**src/sv/lmd_pkg.sv**
```systemverilog
// Shared types and constants of the 3x3 local maximum detector.
// No dependencies; used by every module of the block.
package lmd_pkg;

  localparam int MAX_WIDTH    = 1024;
  localparam int MAX_HEIGHT   = 1024;
  localparam int PIX_W        = 16;
  localparam int COL_W        = $clog2(MAX_WIDTH);
  localparam int ROW_W        = $clog2(MAX_HEIGHT);
  localparam int DIM_W        = 11;
  localparam int RES_PER_ITEM = 4;
  localparam int SEL_W        = $clog2(RES_PER_ITEM);
  localparam int FIFO_DEPTH   = 4;
  localparam int FIFO_AW      = $clog2(FIFO_DEPTH);
  localparam int CNT_W        = FIFO_AW + 1;
  localparam int ADDR_W       = 4;
  localparam int REG_W        = 2;
  localparam int DATA_W       = 32;

  localparam logic [REG_W-1:0] REG_WIDTH  = 2'd0;
  localparam logic [REG_W-1:0] REG_HEIGHT = 2'd1;
  localparam logic [REG_W-1:0] REG_STRICT = 2'd2;
  localparam logic [REG_W-1:0] REG_BORDER = 2'd3;

  typedef logic signed [PIX_W-1:0] pix_t;
  typedef pix_t [0:2][0:2] win_t;
  typedef logic [2*PIX_W-1:0] lbuf_word_t;

  typedef struct packed {
    logic [ROW_W-1:0] row;
    logic [COL_W-1:0] col;
    logic             last_col;
    logic             last_row;
  } meta_t;

  typedef struct packed {
    logic [DIM_W-1:0] width;
    logic [DIM_W-1:0] height;
    logic             strict;
    logic             incl_border;
  } cfg_t;

  typedef struct packed {
    logic [ROW_W-1:0] row;
    logic [COL_W-1:0] col;
    pix_t             value;
    logic             is_max;
    logic             last;
  } res_t;

  typedef res_t [RES_PER_ITEM-1:0] slots_t;

  typedef struct packed {
    slots_t                  slot;
    logic [RES_PER_ITEM-1:0] mask;
  } bundle_t;

endpackage

```
**src/sv/lmd_judge.sv**
```systemverilog
// Judges the up to four pixels that one window position completes.
// Depends on lmd_pkg.
module lmd_judge (
  input  lmd_pkg::win_t   win,
  input  lmd_pkg::meta_t  meta,
  input  lmd_pkg::cfg_t   cfg,
  output lmd_pkg::bundle_t bnd
);

  function automatic lmd_pkg::res_t judge_px(
    input lmd_pkg::win_t                win_in,
    input int                           cy,
    input int                           cx,
    input logic [lmd_pkg::ROW_W-1:0]    cr,
    input logic [lmd_pkg::COL_W-1:0]    cc,
    input lmd_pkg::cfg_t                c
  );
    lmd_pkg::res_t              res;
    logic [lmd_pkg::DIM_W-1:0]  cr_e;
    logic [lmd_pkg::DIM_W-1:0]  cc_e;
    logic                       border;
    logic                       ok;
    logic                       in_frame;
    int                         wy;
    int                         wx;
    lmd_pkg::pix_t              a;
    lmd_pkg::pix_t              nb;
    cr_e   = lmd_pkg::DIM_W'(cr);
    cc_e   = lmd_pkg::DIM_W'(cc);
    a      = win_in[cy][cx];
    border = (cr_e == '0) || (cc_e == '0) ||
             (cr_e == c.height - lmd_pkg::DIM_W'(1)) ||
             (cc_e == c.width - lmd_pkg::DIM_W'(1));
    ok = 1'b1;
    if (border && !c.incl_border) begin
      ok = 1'b0;
    end else begin
      for (int dy = -1; dy <= 1; dy++) begin
        for (int dx = -1; dx <= 1; dx++) begin
          wy = cy + dy;
          wx = cx + dx;
          in_frame = 1'b1;
          if (dy < 0 && cr_e == '0) in_frame = 1'b0;
          if (dy > 0 && cr_e + lmd_pkg::DIM_W'(1) >= c.height) in_frame = 1'b0;
          if (dx < 0 && cc_e == '0) in_frame = 1'b0;
          if (dx > 0 && cc_e + lmd_pkg::DIM_W'(1) >= c.width) in_frame = 1'b0;
          // neighbors past the newest row or column are not in the window yet
          if ((dy != 0 || dx != 0) && wy <= 2 && wx <= 2 && in_frame) begin
            nb = win_in[wy][wx];
            if (c.strict ? (nb >= a) : (nb > a)) ok = 1'b0;
          end
        end
      end
    end
    res.row    = cr;
    res.col    = cc;
    res.value  = a;
    res.is_max = ok;
    res.last   = (cr_e == c.height - lmd_pkg::DIM_W'(1)) &&
                 (cc_e == c.width - lmd_pkg::DIM_W'(1));
    return res;
  endfunction

  logic [lmd_pkg::ROW_W-1:0] rm1;
  logic [lmd_pkg::COL_W-1:0] cm1;
  logic                      r_nz;
  logic                      c_nz;

  assign rm1  = meta.row - lmd_pkg::ROW_W'(1);
  assign cm1  = meta.col - lmd_pkg::COL_W'(1);
  assign r_nz = (meta.row != '0);
  assign c_nz = (meta.col != '0);

  // slot order is raster order of the judged pixels
  always_comb begin
    bnd.slot[0] = judge_px(win, 1, 1, rm1, cm1, cfg);
    bnd.slot[1] = judge_px(win, 1, 2, rm1, meta.col, cfg);
    bnd.slot[2] = judge_px(win, 2, 1, meta.row, cm1, cfg);
    bnd.slot[3] = judge_px(win, 2, 2, meta.row, meta.col, cfg);
    bnd.mask[0] = r_nz && c_nz;
    bnd.mask[1] = r_nz && meta.last_col;
    bnd.mask[2] = meta.last_row && c_nz;
    bnd.mask[3] = meta.last_row && meta.last_col;
  end

endmodule

```
**config.mk**
```make
export PLATFORM = sky130hd
export DESIGN_NAME = lmd_judge
export DESIGN_NICKNAME = d
export VERILOG_FILES = /design/src/sv/lmd_pkg.sv /design/src/sv/lmd_judge.sv
export SDC_FILE = /design/constraint.sdc
export NUM_CORES = 1
export LEC_CHECK = 0
export ABC_CLOCK_PERIOD_IN_PS = 3760
export BUFFER_PORTS_ARGS = -buffer_cell sky130_fd_sc_hd__buf_2
export CORE_MARGIN = 4
export CORE_UTILIZATION = 48
export DETAILED_ROUTE_END_ITERATION = 10
export PLACE_DENSITY = 0.92
export RECOVER_POWER = 25
export SLEW_MARGIN = 20
export SYNTH_ARGS = -nofsm -noshare
export SYNTH_HDL_FRONTEND = slang
export SYNTH_SLANG_ARGS = --single-unit
```
**constraint.sdc**
```tcl
create_clock -name vclk -period 3.76
set_input_delay 0.564 -clock vclk [all_inputs]
set_output_delay 0.564 -clock vclk [all_outputs]
set_load 0.005 [all_outputs]
```
Word level (Yosys, flattened, before mapping) --
Cells that the tools add are included.
Cells by class: $add $sub $neg 6, magnitude comparators 44, equality and inequality tests 4, muxes and demuxes 107, reductions and logical operators 31
Operator list (count):
- 16-bit >= comparator | 21
- 16-bit > comparator | 21
- 1-bit two-way mux | 107
- 10-bit by 11-bit equality test with 1-bit output | 4
- 10-bit logical NOT | 4
- 10-bit by 1-bit adder with 11-bit output (second input constant) | 2
- 11-bit >= comparator | 2
- 11-bit by 1-bit subtractor with 11-bit output (second input constant) | 2
- 10-bit nonzero test | 2
- 10-bit by 1-bit subtractor with 10-bit output (second input constant) | 2
- 1-bit logical AND | 12
- 1-bit logical OR | 12
- 1-bit logical NOT | 1
Word-level totals: register bits after elaboration 0, input port bits 190, output and inout port bits 156

Logic depth before layout (Yosys ltp) --
word-level depth 25, depth in mapped cells 17

Worst setup path after synthesis --
OpenSTA, ideal clock, no wires.
path type input to output, from input meta[12] in the netlist's numbering, to output bnd[5] in the netlist's numbering, arrival 3.378 ns, required time 3.196 ns, slack -0.182 ns, stages on the path 16, buffers on the path 0, cell sequence inv_1 -> ha_1 -> xor2_1 -> nand3_1 -> nor3_1 -> nand2_1 -> xnor2_1 -> ha_1 -> nand3_1 -> nor2_1 -> a221o_1 -> a211oi_1 -> o21bai_1 -> o21bai_1 -> nand4_1 -> a2111oi_1
RTL lines:
- start: declaration | line lmd_judge.sv:5 | input lmd_pkg::meta_t meta,
- end: declaration | line lmd_judge.sv:7 | output lmd_pkg::bundle_t bnd

==> flow_metrics.tcl <==
set metrics [dict create \
    period_minus_slack_ps 3942 \
    crit_family "compound AO/OA/AOI/OAI gates" \
    die_h_um 145.8 \
    maxCapViolCount 0 \
    grt_max_degree 16 \
    dp_hpwl_mm 31.49 \
    syn_avg_cell_area_um2 7.713 \
    finalCritPeriodShare 1.048 \
    ant_nets 0 \
    worstPathArrival_ps 3380 \
    path_cells "buf_6 -> buf_4 -> nor3_2 -> xnor2_1 -> buf_4 -> nor2_1 -> xnor2_2 -> ha_1 -> a21o_1 -> a21o_1 -> a21oi_2 -> o21ai_2 -> a21oi_2 -> o21ai_2 -> buf_4 -> a21oi_2 -> nor4_2 -> buf_2" \
    dr.first_iter.drc_count 757 \
    dr_total_vias 10830 \
    slew_viol_final 0 \
    area_growth_pct 29.40 \
    total_leakage_power_nw 6.385 \
    hold_violations 0 \
    clkPwrFrac 0 \
    io_buffer_count 346 \
    slew_headroom 0.5689 \
    initial_utilization 0.4874 \
    regArea_um2 0 \
    slowest_stage "ha_1" \
    grt_pass1_wl_mm 53.78 \
    n_clock_buffer 0 \
    cp-end-kind "output port" \
    synth.distinct_cells 72 \
    cp.required_ps 3200 \
    powerDensity_mw_per_mm2 121.7 \
    cell_internal_pwr_w 0.0006592 \
    ys_seq_area_frac 0 \
    critPathLaunchType "input pin" \
    drc_errors 0 \
    vias_per_cell 6.100 \
    totalPowerFinal_w 0.001435 \
    worst_slack_ps -181.6 \
    cp_num_cells 18 \
    crit_type "in -> out" \
    switching_share 0.5408 \
    gp_congestion 1.039 \
    worst-path-buf-inv 5 \
    critPathMaxFanout 7 \
    layout.cells.non_filler 1776 \
    tightest_slew_ps 641.8 \
    setup_viol 3 \
    hold_path_class "in -> out" \
    core_mm2 0.01871 \
    synth_nets 1641 \
    dpl-instance-area_mm2 0.01121 \
    rows 50 \
    syn_inst 1182 \
    fin_area_mm2 0.01180 \
    antenna_found_initial 9 \
    failed_checks "setup timing" \
    routed_wl_mm 37.06 \
    synth_area_mm2 0.009116 \
    peakVddDrop_mv 0.07315 \
    ios 346 \
    drive_gt1_frac 0.3709 \
    grt_pass1_vias 10640 \
    fp.dieW_um 145.8 \
    outcome "finished, violations left" \
    max_freq_mhz 253.7 \
    max_stage_delay_ps 320 \
    comb_power_share 1.000 \
    dr.pass1.iters 7 \
    power.share.sequential 0 \
    dp_cells 1759 \
    rsz0062_at_grt "yes" \
    post_drt_wl_per_cell_um 20.87 \
    tns_ps -516.8 \
    globalRouteOverflowTotal 0 \
    synth-warning-count 0 \
    layout.nets 1998 \
    die-area_mm2 0.02126 \
    grt_use_total 0.3084 \
    hold_depth 2 \
    seq_cells 0 \
    power.switching_w 0.0007763 \
    dp_slack_ps -278.4 \
]
==> cells in the mapped netlist (12+ instances only) <==
cell        n  area (um2)
ha_1      269        3366
buf_4     124       930.9
inv_1     115       431.7
a21oi_1    74       370.4
xnor2_1    68       595.6
nand4_1    62       387.9
a21o_1     53       397.9
nor2_1     52       195.2
nand2_1    46       172.7
nor3_1     32       160.2
nand3_1    24       120.1
o21ai_0    23       115.1
nor2b_1    22       137.6
xor2_1     15       131.4
o21a_1     14       105.1
o211ai_1   12       90.09
==> through the flow <==
| stage | hold WS, ps | util |
|---|---|---|
| final | 1309 | 0.6306 |
| after global routing | 1316 | 0.6305 |
| after CTS | 1309 | 0.6108 |
| after detailed placement | 1309 | 0.5993 |
| after global placement | 1310 | 0.5993 |
| after floorplan | 1189 | - |
==> power by group through the flow <==
stage	Sequential, W	Clock [W]	Combinational (W)
3_5_place_dp	0	0	0.00131
6_report	0	0.000000000178	0.00144
3_3_place_gp	0	0	0.00125
4_1_cts	0	0	0.00134
5_1_grt	0	0.000000000142	0.00156
2_1_floorplan	0	0	0.000807
==> cell type report <==
class / instances / area, um2
multi-input cells: 929 / 8133
fillers: 1564 / 6909
repair buffers: 491 / 2899
inverters: 117 / 459.2
well taps: 234 / 292.8
diodes: 5 / 12.51
==> placed cells by master, fill, tap and decap left out, types with 4 or more instances in the layout <==
master	count
buf_2	334
ha_1	266
buf_4	140
inv_1	109
a21oi_1	67
nand4_1	62
xnor2_1	59
a21o_1	53
nor2_1	49
nand2_1	44
nand3_1	23
nor3_1	23
nor2b_1	21
o21ai_0	18
o21a_1	14
xor2_1	12
o211ai_1	12
xnor2_2	9
nand2b_1	9
or3_1	9
a211oi_1	9
a31oi_1	8
a21oi_2	8
nor3_4	7
nand3b_1	7
nor4_1	7
or4_1	7
mux2i_1	7
buf_6	7
and4_1	6
clkbuf_1	6
diode_2	5
inv_2	5
and2_1	5
and3_1	5
nand4b_1	4
nor3_2	4
a2111oi_0	4
==> per-layer routing <==
metal  GRT usage  share of wire  vias to the layer above
met5           0         0.0015                        -
met3     0.04267          0.088                      196
met1      0.3466           0.35                     5013
li1            -              -                     4942
met4      0.1605          0.070                        8
met2      0.5636           0.49                      674
==> logic make-up (layout without fill, tap and decap cells) <==
kind of cell	after synthesis	after routing	share of synthesized area
AOI/OAI and AO/OA	241	241	0.1766
xor gates and xnor gates	85	85	0.08578
adders and majority gates	269	269	0.3692
buffers and inverters	253	608	0.1561
muxes	9	9	0.01016
and+or+nand+nor	325	325	0.2022
other	0	5	0
==> final timing paths <==
| kind | start | end | slack (ps) |
|---|---|---|---|
| setup / recovery | meta[2] | bnd[81] | -180 |
| hold / removal | win[22] | bnd[88] | 1310 |
==> timing repair <==
item | CTS | global route
gates resized for setup | 42 | 61
setup buffers | 3 | 11
pin swaps | 25 | 37
endpoints found under the hold margin | 0 | 0
hold buffers | 0 | 0
setup endpoints to repair | 3 | 4
(Power assumes the default switching activity.)
