[config.mk]
export PLATFORM = sky130hd
export DESIGN_NAME = lmd_out_fifo
export DESIGN_NICKNAME = d
export VERILOG_FILES = /design/src/sv/lmd_pkg.sv /design/src/sv/lmd_out_fifo.sv
export SDC_FILE = /design/constraint.sdc
export NUM_CORES = 1
export LEC_CHECK = 0
export CORE_MARGIN = 8
export CORE_UTILIZATION = 40
export CTS_CLUSTER_DIAMETER = 80
export DETAILED_ROUTE_END_ITERATION = 10
export DONT_BUFFER_PORTS = 1
export HOLD_SLACK_MARGIN = 0.03
export PLACE_DENSITY_LB_ADDON = 0.08
export SYNTH_ARGS = -nofsm -noshare
export SYNTH_HDL_FRONTEND = slang
export SYNTH_SLANG_ARGS = --single-unit
[constraint.sdc]
create_clock -name clk -period 12 [get_ports clk]
set_input_delay 2.4 -clock clk [delete_from_list [all_inputs] [get_ports clk]]
set_output_delay 2.4 -clock clk [all_outputs]
set_load 0.01 [all_outputs]
[src/sv/lmd_pkg.sv]
// Shared types and constants of the 3x3 local maximum detector.
// No dependencies; used by every module of the block.
package lmd_pkg;

  localparam int MAX_WIDTH    = 1024;
  localparam int MAX_HEIGHT   = 1024;
  localparam int PIX_W        = 16;
  localparam int COL_W        = $clog2(MAX_WIDTH);
  localparam int ROW_W        = $clog2(MAX_HEIGHT);
  localparam int DIM_W        = 11;
  localparam int RES_PER_ITEM = 4;
  localparam int SEL_W        = $clog2(RES_PER_ITEM);
  localparam int FIFO_DEPTH   = 4;
  localparam int FIFO_AW      = $clog2(FIFO_DEPTH);
  localparam int CNT_W        = FIFO_AW + 1;
  localparam int ADDR_W       = 4;
  localparam int REG_W        = 2;
  localparam int DATA_W       = 32;

  localparam logic [REG_W-1:0] REG_WIDTH  = 2'd0;
  localparam logic [REG_W-1:0] REG_HEIGHT = 2'd1;
  localparam logic [REG_W-1:0] REG_STRICT = 2'd2;
  localparam logic [REG_W-1:0] REG_BORDER = 2'd3;

  typedef logic signed [PIX_W-1:0] pix_t;
  typedef pix_t [0:2][0:2] win_t;
  typedef logic [2*PIX_W-1:0] lbuf_word_t;

  typedef struct packed {
    logic [ROW_W-1:0] row;
    logic [COL_W-1:0] col;
    logic             last_col;
    logic             last_row;
  } meta_t;

  typedef struct packed {
    logic [DIM_W-1:0] width;
    logic [DIM_W-1:0] height;
    logic             strict;
    logic             incl_border;
  } cfg_t;

  typedef struct packed {
    logic [ROW_W-1:0] row;
    logic [COL_W-1:0] col;
    pix_t             value;
    logic             is_max;
    logic             last;
  } res_t;

  typedef res_t [RES_PER_ITEM-1:0] slots_t;

  typedef struct packed {
    slots_t                  slot;
    logic [RES_PER_ITEM-1:0] mask;
  } bundle_t;

endpackage

[src/sv/lmd_out_fifo.sv]
// Result queue: one entry per item holds up to four results, sent one per cycle while out_stall is low.
// Depends on lmd_pkg.
module lmd_out_fifo (
  input  logic                        clk,
  input  logic                        rst_n,
  input  logic                        push,
  input  lmd_pkg::bundle_t            bnd,
  output logic                        out_valid,
  input  logic                        out_stall,
  output lmd_pkg::res_t               res,
  output logic [lmd_pkg::CNT_W-1:0]   cnt
);

  lmd_pkg::slots_t                  slot_q_r [lmd_pkg::FIFO_DEPTH];
  logic [lmd_pkg::RES_PER_ITEM-1:0] mask_q_r [lmd_pkg::FIFO_DEPTH];
  logic [lmd_pkg::FIFO_AW-1:0]      rd_ptr_r;
  logic [lmd_pkg::FIFO_AW-1:0]      wr_ptr_r;
  logic [lmd_pkg::CNT_W-1:0]        cnt_r;
  logic [lmd_pkg::CNT_W-1:0]        cnt_nxt;

  logic [lmd_pkg::RES_PER_ITEM-1:0] head_mask;
  logic [lmd_pkg::RES_PER_ITEM-1:0] sel_oh;
  logic [lmd_pkg::RES_PER_ITEM-1:0] rest_mask;
  logic [lmd_pkg::SEL_W-1:0]        sel_idx;
  logic                             pop_res;
  logic                             pop_bnd;

  assign head_mask = mask_q_r[rd_ptr_r];

  always_comb begin
    sel_idx = '0;
    for (int i = lmd_pkg::RES_PER_ITEM - 1; i >= 0; i--) begin
      if (head_mask[i]) sel_idx = lmd_pkg::SEL_W'(i);
    end
  end

  assign sel_oh    = lmd_pkg::RES_PER_ITEM'(1) << sel_idx;
  assign rest_mask = head_mask & ~sel_oh;
  assign out_valid = (cnt_r != '0);
  assign pop_res   = out_valid && !out_stall;
  assign pop_bnd   = pop_res && (rest_mask == '0);
  assign res       = slot_q_r[rd_ptr_r][sel_idx];
  assign cnt       = cnt_r;

  always_comb begin
    cnt_nxt = cnt_r;
    if (push && !pop_bnd) cnt_nxt = cnt_r + lmd_pkg::CNT_W'(1);
    if (!push && pop_bnd) cnt_nxt = cnt_r - lmd_pkg::CNT_W'(1);
  end

  always_ff @(posedge clk) begin
    if (!rst_n) begin
      rd_ptr_r <= '0;
      wr_ptr_r <= '0;
      cnt_r    <= '0;
    end else begin
      cnt_r <= cnt_nxt;
      if (push) wr_ptr_r <= wr_ptr_r + lmd_pkg::FIFO_AW'(1);
      if (pop_bnd) rd_ptr_r <= rd_ptr_r + lmd_pkg::FIFO_AW'(1);
    end
  end

  // a push never lands on the head entry while it is being drained
  always_ff @(posedge clk) begin
    if (push) begin
      slot_q_r[wr_ptr_r] <= bnd.slot;
      mask_q_r[wr_ptr_r] <= bnd.mask;
    end
    if (pop_res) begin
      mask_q_r[rd_ptr_r] <= rest_mask;
    end
  end

endmodule
== Yosys cells after proc, flatten, opt, wreduce, memory -nomap -nowiden ==
Memory sizes are Yosys's and may differ from the RTL's. A register that Yosys moved wholly into a read port is not among the register bits.
Index checks and enable logic that the tools add are counted.

* Bits in registers: 7
* RAM bits: 624
* Input port bits: 160
* Output and inout bits: 42
* Word-level logic and storage cells: 39
* Memories kept: 2

{| class="wikitable"
|+ Memory list
! memory !! words !! width !! rd ports !! clocked after memory_dff !! write ports !! line !! RTL
|-
| slot_q_r || 4 || 152 || 1 || 1 || 1 || lmd_out_fifo.sv:14 || <nowiki>lmd_pkg::slots_t slot_q_r [lmd_pkg::FIFO_DEPTH];</nowiki>
|-
| mask_q_r || 4 || 4 || 1 || 1 || 2 || lmd_out_fifo.sv:15 || <nowiki>logic [lmd_pkg::RES_PER_ITEM-1:0] mask_q_r [lmd_pkg::FIFO_DEPTH];</nowiki>
|}

* $add $sub $neg: 4
* $lt $le $gt $ge: 1
* Shifts and indexed selects: 1
* Mux-type cells: 16
* Bitwise logic cells: 2
* Reductions and logical operators: 10

{| class="wikitable"
|+ Operator list
! operator !! count
|-
| $bmux W38 S2 || 1
|-
| $mux W38 || 1
|-
| $mux W2 || 8
|-
| $mux W3 || 2
|-
| $add A2 B1 Y2 const B || 2
|-
| $and A4 B4 Y4 || 1
|-
| $logic_and A1 B1 Y1 || 4
|-
| $logic_not A4 Y1 || 1
|-
| $mux W1 || 4
|-
| $not A4 Y4 || 1
|-
| $shl A1 B2 Y4 const A || 1
|-
| $add A3 B1 Y3 const B || 1
|-
| $logic_not A1 Y1 || 3
|-
| $lt A2 B3 Y1 const B || 1
|-
| $reduce_bool A3 Y1 || 1
|-
| $sub A3 B1 Y3 const B || 1
|-
| $reduce_bool A2 Y1 || 1
|}

== Logic depth before layout (Yosys ltp) ==
Gate-level depths: netlist of run 1.

* Depth after elaboration: 13
* Mapped depth: 11
* Mapped depth without buffers: 10

== Worst setup path after synthesis of run 1 ==
OpenSTA, ideal clock, no wires.

* Kind: input -> register
* Start point: input port push
* End point: memory slot_q_r[0][0] (netlist name), enable pin
* Setup time: 0.505 ns
* Arrival time: 5.681 ns
* Data required time: 11.495 ns
* Slack: 5.814 ns
* Stages: 3
* Path buffers: 1
* Cell sequence: clkbuf_1 nand2_1 inv_1

* Word-level cells in the longest chain between the ends: 2

{| class="wikitable"
|+ RTL lines
! item !! line !! RTL
|-
| from (decl) || lmd_out_fifo.sv:6 || <nowiki>input logic push,</nowiki>
|-
| $mux W1 || lmd_out_fifo.sv:65 || <nowiki>if (push) begin</nowiki>
|-
| $mux W1 (not written as such) || lmd_out_fifo.sv:66 || <nowiki>slot_q_r[wr_ptr_r] <= bnd.slot;</nowiki>
|-
| to (decl) || lmd_out_fifo.sv:14 ||
|}

No other way between the ends.

==> metrics, run 1 <==
status complete, no violations; pre-CTS WS about 4800 ps; fraction of final layout cells sized beyond drive strength 1 between 20% and 30%; combinational power share between 10% and 20%; grt total ovfl 0; Static Leak roughly 8.9 nW; die height ~260 um; mapped cell area ~24,000 sq um; Synth Warn # 0; max cap viols 0; CP Capture Point res[37]; worst-case register-to-register setup slack 7630 ps; placed cells 1,786; Setup Skew around 27 ps; TritonCTS Sinks about 630; Setup CP Type reg2out; Overall Global Routing Usage roughly 15%; fmax 0.132 GHz; final setup margin around 4400 ps; clock buffer depth 3; Worst EP required ~9600 ps; Max rail drop VDD roughly 120 uV; cells on worst reg2reg path 11; first-iteration detailed-routing DRC count 616; # setup viols final 0; CTS Buf Count 69; largest net degree at the start of global routing 110; Mean Syn Cell Area ~24 sq um; cell taking the most area after synthesis edfxtp_1; Slew Limit Headroom ~34%; switch share between 20 and 30%; CTS H-tree depth 3; most used cell, CP buf_4; total wire length approximately 51 mm; core area 60,500 sq um; worst-margin pin slew 984 ps; top-count cell post-synth edfxtp_1; CP peak stage delay around 900 ps; hold buffers post-CTS 0; Final period util 63.1%; maximum fanout along the worst path 42; WP data arrival approximately 5200 ps; Clock power frac a little under two fifths; routed via count 10,200; Internal Dissipation between 4 and 5 mW; switching power about 1.4 mW; Final Hold Vio Count 0; crit path cell chain buf_4, mux4_2, nor2b_1, o21bai_4, buf_4, buf_4, mux2i_1, mux2i_1; post-DP HPWL a little over 30 mm; DIE WIDTH 263 um; I/O Buffers 0; EDFF count, synth 624; Mapped Nets around 1,200; DRC Markers 0; RSZ-0062 raised after global routing false; Final min period 7570 ps; WL per Instance between 20 and 30 um; Setup crit end kind primary output; Hold WC Path Type reg2reg; fin cells about 1,900; Detailed Routing Iterations Pass 1 4; postcts setup bufs 0; gp weighted congestion 0.672; Cell Pwr Density 199 nW/um^2; vias in the first global route between 10,000 and 15,000; Ports slightly above 200; most area-consuming cells after synthesis edfxtp_1 77%, mux4_2 14%, mux2i_1 4.7%; Root Buffer clkbuf_16; clock-pin slew on the worst setup and hold paths 60 ps; Setup TNS 0 ps; Layout Nets between 1,000 and 1,500; die area 69,300 sq um; Layout area overhead 12.2%; Sequential Power Share between 40 and 50%; Final ANT Viol Nets 0; Synth top area share 76.6%; num rows 90; initial core utilization around two fifths; Worst Setup Start Kind flop; Syn Inst Count slightly above 1,000; sequential fraction of the synthesis area between 70% and 80%; Critical-path top delay cell dfxtp_4; Post-synth top cells 624 x edfxtp_1, 156 x mux4_2, 115 x mux2i_1; first-pass GRT wire length 75.3 mm; worst flop-to-flop path endpoint cnt[2]$_SDFFE_PN0P_; Synth Flop Type edfxtp_1; post-synthesis async set-or-reset flop share 0%; Tot Pwr 5.48 mW; worst skew pair latency 590 ps; CTS resizes 0; synth unique cells 27; flops & latches, synth 633; post-DR vias/cell 5.30; Hold Path Cell Cnt 2; initial antenna violation count 0; Slew Viols, Final 0; CTS tree done
-- worst min path at each step --
stage                                        start  endpoint  slack, ps
after floorplan           rd_ptr_r[1]$_SDFFE_PN0P_      flop        480
after global placement    rd_ptr_r[1]$_SDFFE_PN0P_      flop        500
after detailed placement  rd_ptr_r[1]$_SDFFE_PN0P_      flop        510
after CTS                 rd_ptr_r[1]$_SDFFE_PN0P_      flop        520
after global routing      rd_ptr_r[1]$_SDFFE_PN0P_      flop        550
final                     rd_ptr_r[1]$_SDFFE_PN0P_      flop        530
-- area by class of cell --
cell class              instances  area (sq um)
fillers                      5050         33000
flip-flops and latches        633         18900
multi-input cells             343          5200
clock buffers                  90          1870
well taps                     782           978
clock inverters                37           277
repair buffers                 15           125
inverters                      13          68.8
diodes                          1          2.50
-- power by group through the flow --
stage                     Sequential (mW)  Clock (mW)  Combinational [mW]
after detailed placement             2.65           0               0.904
after global placement               2.65           0               0.903
after floorplan                      2.63           0               0.735
after global routing                 2.61        2.14               0.941
after CTS                            2.60        2.07               0.906
final                                2.60        2.01               0.866
-- registers in the layout (all words and copies together) (netlist names), named ones only --
register	flops
slot_q_r	608
mask_q_r	16
cnt	3
rd_ptr_r	2
wr_ptr_r	2
-- layout by cell type, fill, tap and decap left out, types with 3 or more instances in the layout --
cell / instances
and2_1: 9
buf_4: 14
bufinv_16: 3
clkbuf_1: 18
clkbuf_16: 72
clkinv_1: 15
clkinv_2: 10
clkinvlp_4: 5
dfxtp_1: 7
edfxtp_1: 624
ha_1: 9
inv_1: 9
inv_6: 7
mux2_2: 8
mux2i_1: 115
mux4_2: 156
nand2_1: 19
nor2b_1: 4
o21ai_0: 6
-- routing by layer --
layer / wire, um / vias to the layer above / GRT usage (%)
met4: 1070 / 0 / 3.89
met5: 0 / - / 0
met2: 25800 / 224 / 24.6
met1: 20400 / 5399 / 17.2
met3: 4180 / 73 / 6.11
li1: - / 4457 / -
-- stage by stage --
stage               utilization, %  area [sq um]  hold WS, ps
finish                        45.4         27500          526
global route                  45.4         27400          546
CTS                           45.4         27400          521
detailed placement            41.8         25300          512
global placement              41.8         25300          496
floorplan                        -         24500          484
-- cell families after synthesis --
family / after synthesis / synth area share [%]
adders and majority gates: 10 / 0.542
and+or+nand+nor: 36 / 0.721
muxes: 279 / 19.4
AOI/OAI and AO/OA: 14 / 0.389
xor gates and xnor gates: 4 / 0.143
buffers and inverters: 60 / 1.46
DFF: 633 / 77.3
-- critical path, delay by kind of cell, from the launching register on --
family / cells / cell delay, ps
buffers and inverters: 3 / 2160
muxes: 3 / 1100
and+or+nand+nor: 1 / 100
AOI/OAI and AO/OA: 1 / 100
DFF: 1 / 900
Power figures use the tool's default switching activity.
==> run 2: changes to the inputs <==
--- a/config.mk
+++ b/config.mk
@@ -5,6 +5,7 @@
 export SDC_FILE = /design/constraint.sdc
 export NUM_CORES = 1
 export LEC_CHECK = 0
+export ABC_AREA = 1
 export CORE_MARGIN = 8
 export CORE_UTILIZATION = 40
 export CTS_CLUSTER_DIAMETER = 80
==> constraint.sdc (replaced) <==
create_clock -name clk -period 6.1 [get_ports clk]
set_input_delay 1.22 -clock clk [delete_from_list [all_inputs] [get_ports clk]]
set_output_delay 1.22 -clock clk [all_outputs]
set_load 0.01 [all_outputs]
==> run 2 against run 1 <==
Against the previous run:
- sequential power rose by 95%
- combinational power grew to 4.0 times the previous value
- synthesized cell count rose by 81%
- worst hold slack better by 4.1 ps
- clock power grew 100%
- die area is 1.9% higher
- utilization fell by 0.35 points
- critical path type unchanged
==> metrics, run 2 <==
top-count cell post-synth edfxtp_1; Cell Pwr Density between 400 and 500 nW/um^2; Hold WC Path Type reg2reg; Ports between 200 and 250; Static Leak a little over 9 nW; Synth Warn # 0; Hold Path Cell Cnt 2; Max rail drop VDD between 200 and 300 uV; Overall Global Routing Usage between 15 and 20%; WL per Instance roughly 24 um; post-synthesis async set-or-reset flop share 0%; Setup crit end kind primary output; flops & latches, synth 633; synth unique cells 28; clock buffer depth 3; vias in the first global route 14,500; DRC Markers 0; Worst EP required between 4000 and 5000 ps; Syn Inst Count about 1,900; routed via count between 10,000 and 15,000; Setup Skew 10.2 ps; Synth Flop Type edfxtp_1; Mean Syn Cell Area about 13 sq um; final setup margin roughly 1200 ps; Largest register FFs between 600 and 700; Slew Limit Headroom between 20% and 30%; Post-synth top cells 624 x edfxtp_1, 345 x nor2_1, 322 x o21ai_0; Synth top area share 75.0%; clock-pin slew on the worst setup and hold paths 60 ps; mapped cell area ~25,000 sq um; CTS resizes 0; cell taking the most area after synthesis edfxtp_1; # setup viols final 0; CTS Buf Count between 70 and 80; commonest non-fill, non-tap cell in the layout edfxtp_1; Final min period between 4000 and 5000 ps; Layout area overhead 11.3%; area of the multi-input gates roughly 5300 sq um; first-pass GRT wire length ~98 mm; first-iteration detailed-routing DRC count roughly 1,300; post-DP HPWL between 30 and 40 mm; DIE WIDTH around 270 um; largest net degree at the start of global routing about 130; die area approximately 70,000 sq um; TritonCTS Sinks 633; num rows about 90; FF+latch area approximately 19,000 sq um; CTS tree done; Slew Viols, Final 0; Final Hold Vio Count 0; Setup CP Type reg2out; Detailed Routing Iterations Pass 1 5; sequential fraction of the synthesis area around three quarters; most area-consuming cells after synthesis edfxtp_1 75%, o21ai_0 6.5%, nor2_1 5.2%; WP data arrival 3710 ps; Final period util between 80% and 90%; post-DR vias/cell ~5.3; Final ANT Viol Nets 0; worst-margin pin slew roughly 1100 ps; Root Buffer clkbuf_16; Layout fillers 5,603; I/O Buffers 0; max cap viols 0; worst skew pair latency 590 ps; maximum fanout along the worst path 80; core area between 60,000 and 70,000 sq um; hold buffers post-CTS 0; postcts setup bufs 0; fmax about 0.20 GHz; cells on worst reg2reg path 15; initial core utilization around two fifths; fraction of final layout cells sized beyond drive strength 1 under 10%; die height ~270 um; grt total ovfl 0; Antenna diodes 0; pre-CTS WS about 1700 ps; Top reg by flops slot_q_r; Layout Nets approximately 2,000; EDFF count, synth roughly 620; Worst Setup Start Kind flop; CTS H-tree depth 3; initial antenna violation count 1; most frequent cells in the layout 624 x edfxtp_1, 345 x nor2_1, 322 x o21ai_0; total wire length ~66 mm; RSZ-0062 raised after global routing false; Setup TNS 0 ps; Mapped Nets between 2,000 and 2,500; gp weighted congestion about 0.75; status complete, no violations
-- run 2: per-stage QoR --
| step | instances | cell area (sq um) | utilization (%) | total power [mW] | hold slack, ps |
|---|---|---|---|---|---|
| 3_5_place_dp | 2605 | 25600 | 41.4 | 8.78 | 528 |
| 4_1_cts | 2735 | 27800 | 45.0 | 12.9 | 536 |
| 3_3_place_gp | 2605 | 25600 | 41.4 | 8.77 | 508 |
| 6_report | 2735 | 27800 | 45.0 | 12.7 | 530 |
| 2_1_floorplan | 1874 | 25000 | - | 7.59 | 490 |
| 5_1_grt | 2735 | 27800 | 45.0 | 13.3 | 562 |
-- run 2: area by class of cell --
| cell class | count | share of cell area, % |
|---|---|---|
| Sequential cell | 633 | 68.1 |
| Multi-Input combinational cell | 1089 | 19.1 |
| Clock buffer | 93 | 7.15 |
| Tap cell | 837 | 3.77 |
| Clock inverter | 37 | 0.914 |
| Timing Repair Buffer | 18 | 0.531 |
| Inverter | 28 | 0.486 |
-- run 2: kinds of logic (layout without fill, tap and decap cells) --
kind of cell | Yosys count | in the layout | share of synthesized area (%)
flip-flops | 633 | 633 | 75.8
AND/OR/NAND/NOR | 575 | 575 | 9.42
AO/OA/AOI/OAI | 504 | 504 | 11.3
buffers and inverters | 152 | 176 | 3.03
adder cells (fa/ha/maj) | 10 | 10 | 0.531
-- run 2: where the power goes --
part | switching, mW | total, mW | internal [mW]
clock network | 1.69 | 4.12 | 2.42
logic | 2.66 | 3.49 | 0.831
registers | 0.0712 | 5.08 | 5.01
total | 4.42 | 12.7 | 8.26
-- run 2: per-layer routing --
metal | GRT usage (%) | routed length [um] | up-vias
li1 | - | - | 6877
met1 | 22.4 | 26900 | 7267
met2 | 31.4 | 33000 | 336
met3 | 6.46 | 4970 | 87
met4 | 4.64 | 1490 | 0
met5 | 0 | 0 | -
-- run 2: worst max-delay path: stages, from the launching register on --
cell and delay [ps]:
dfxtp_4 380, buf_4 650, nand2_1 160, nand2_1 110, nand2_1 50, nand2_1 130
nand4_1 170, inv_2 830, a22oi_1 340, nand2_1 260
-- run 2: final timing paths --
path | endpoint | slack [ps] | startpoint
worst min-delay path | wr_ptr_r[1]$_SDFFE_PN0P_ | 530 | wr_ptr_r[1]$_SDFFE_PN0P_
worst min register to register | wr_ptr_r[1]$_SDFFE_PN0P_ | 530 | wr_ptr_r[1]$_SDFFE_PN0P_
worst max-delay path | res[37] | 1170 | flop
worst max register to register | cnt[2]$_SDFFE_PN0P_ | 2660 | flop
==> run 3: changes to the inputs <==
==> constraint.sdc (replaced) <==
create_clock -name clk -period 4.01 [get_ports clk]
set_input_delay 0.802 -clock clk [delete_from_list [all_inputs] [get_ports clk]]
set_output_delay 0.802 -clock clk [all_outputs]
set_load 0.01 [all_outputs]
==> run 3 against run 2 <==
Against the previous run:
- utilization grew 0.53 points
- sequential power grew 52%
- critical endpoint is now res[9]
- sequential share of layout area decreased by 0.80 points
- count of clock-buffer cells in the layout is 6 higher
- worst hold slack lost 240 ps
==> metrics, run 3 (same netlist as run 2, synthesis figures left out) <==
WL per Instance between 20 and 25 um; pre-CTS WS approximately 680 ps; most frequent cells in the layout 624 x edfxtp_1, 345 x nor2_1, 322 x o21ai_0; Setup crit end kind primary output; Root Buffer clkbuf_16; clock-pin slew on the worst setup and hold paths approximately 60 ps; fraction of final layout cells sized beyond drive strength 1 around 8%; grt total ovfl 0; Overall Global Routing Usage a little under a fifth; TritonCTS Sinks 633; Setup Skew between 10 and 15 ps; worst skew pair latency ~600 ps; Worst EP required roughly 3200 ps; CP top delay family compound AO/OA/AOI/OAI gates; crit path cell chain buf_4, o21ai_0, o22ai_1, a22oi_1, nand2_1; worst-margin pin slew roughly 1200 ps; Max rail drop VDD 406 uV; commonest non-fill, non-tap cell in the layout edfxtp_1; initial antenna violation count 0; Static Leak between 9 and 10 nW; status complete, no violations; Final Hold Vio Count 0; Layout area overhead 12.6%; Critical-path top delay cell buf_4; Ports ~200; Layout Nets between 2,000 and 2,500; vias in the first global route between 10,000 and 15,000; core area 61,700 sq um; Setup CP Type reg2out; die area between 70,000 and 80,000 sq um; post-DR vias/cell between 5 and 6; Slew Viols, Final 0; Largest register FFs slightly above 600; Top reg by flops slot_q_r; post-DP HPWL roughly 39 mm; largest net degree at the start of global routing around 230; WP data arrival 2970 ps; first-pass GRT wire length approximately 97 mm; hold buffers post-CTS 0; Final period util between 90% and 100%; CTS H-tree depth 3; initial core utilization 40.5%; DRC Markers 0; DIE WIDTH 266 um; Hold WC Path Type in2reg; fin cells around 2,800; CP peak stage delay 710 ps; final setup margin 234 ps; Cell Pwr Density 694 nW/um^2; first-iteration detailed-routing DRC count between 1,000 and 1,500; clock buffer depth 3; maximum fanout along the worst path slightly above 70; gp weighted congestion slightly below 0.8; Layout fillers about 5,600; Antenna diodes 0; Final min period around 3800 ps; Worst Setup Start Kind flop; Crit path buffers/inverters 1; total wire length between 60 and 70 mm; Final ANT Viol Nets 0; Tot Pwr ~20 mW; Slew Limit Headroom 22.2%; fmax ~0.26 GHz; max cap viols 0; I/O Buffers 0; # setup viols final 0; CTS tree done; Detailed Routing Iterations Pass 1 6; num rows between 90 and 100; routed via count between 10,000 and 15,000; placed cells around 2,600; die height between 200 and 300 um; RSZ-0062 raised after global routing true; CTS Buf Count between 70 and 80
## run 3: changes by cell type in the layout (fill, tap and decap cells not counted), moves of 2 or more
cell / previous run / this run
buf_12: 1 / 12
clkinv_1: 20 / 10
clkbuf_1: 16 / 24
clkinvlp_4: 0 / 7
buf_4: 17 / 23
clkinv_4: 5 / 0
clkinv_2: 9 / 6
buf_16: 0 / 2
buf_6: 0 / 2
inv_2: 3 / 1
## run 3: layout make-up
| type | count | area, sq um | share of cell area [%] |
|---|---|---|---|
| multi-input cells | 1089 | 5310 | 18.9 |
| clock buffers | 99 | 1970 | 6.99 |
| inverters | 28 | 146 | 0.520 |
| clock inverters | 26 | 215 | 0.765 |
| flip-flops and latches | 633 | 18900 | 67.3 |
| repair buffers | 40 | 515 | 1.83 |
| well taps | 837 | 1050 | 3.72 |
## run 3: stage by stage
step / util (%) / cell area, sq um / hold slack, ps / setup TNS, ps
6_report: 45.6 / 28100 / 292 / 0
5_1_grt: 45.6 / 28100 / 259 / -14.1
4_1_cts: 45.5 / 28100 / 254 / 0
3_5_place_dp: 41.9 / 25900 / 520 / 0
3_3_place_gp: 41.9 / 25900 / 522 / 0
2_1_floorplan: - / 25000 / 490 / 0
## run 3: final timing paths
| check | startpoint | to | slack, ps | cells after the start |
|---|---|---|---|---|
| setup / recovery | flop | res[9] | 230 | 5 |
| hold / removal | bnd[63] | slot_q_r[2][59]$_DFFE_PP_ | 290 | 0 |
| setup reg to reg | flop | cnt[2]$_SDFFE_PN0P_ | 880 | 18 |
| hold reg to reg | wr_ptr_r[1]$_SDFFE_PN0P_ | wr_ptr_r[1]$_SDFFE_PN0P_ | 520 | 2 |
## run 3: routing by layer
metal | share of wire [%] | track usage (%) | wire length (um) | vias to the layer above
met5 | 0 | 0 | 0 | -
met4 | 3.6 | 7.39 | 2380 | 0
met3 | 7.6 | 6.05 | 5000 | 100
met2 | 49 | 30.9 | 32600 | 369
met1 | 39 | 21.4 | 26000 | 7401
li1 | - | - | - | 6917
## run 3: what timing repair did
item | 4_1_cts | 5_1_grt
endpoints found under the setup margin | 0 | 29
resized for setup | 0 | 12
buffers inserted | 0 | 0
## run 3: report_power, final
part           total, mW  switching, mW  internal (mW)
clock               6.14           2.53           3.62
sequential          7.74          0.123           7.62
combinational       5.64           4.18           1.46
total               19.5           6.83           12.7
## run 3: worst reg2reg max path, cell delays in order (launching register included)
cell and delay (ps):
dfxtp_4 480, inv_16 120, nand2_1 120, nand2_1 50, nand2_1 50, nand2_1 90
nand2_1 80, nand2_1 120, nand2_8 210, nand2_2 120, nand2_1 310, and2_1 200
ha_1 140, inv_1 70, fa_1 380, a21oi_1 140, o21ai_0 120, o21ai_0 160
a21oi_1 50
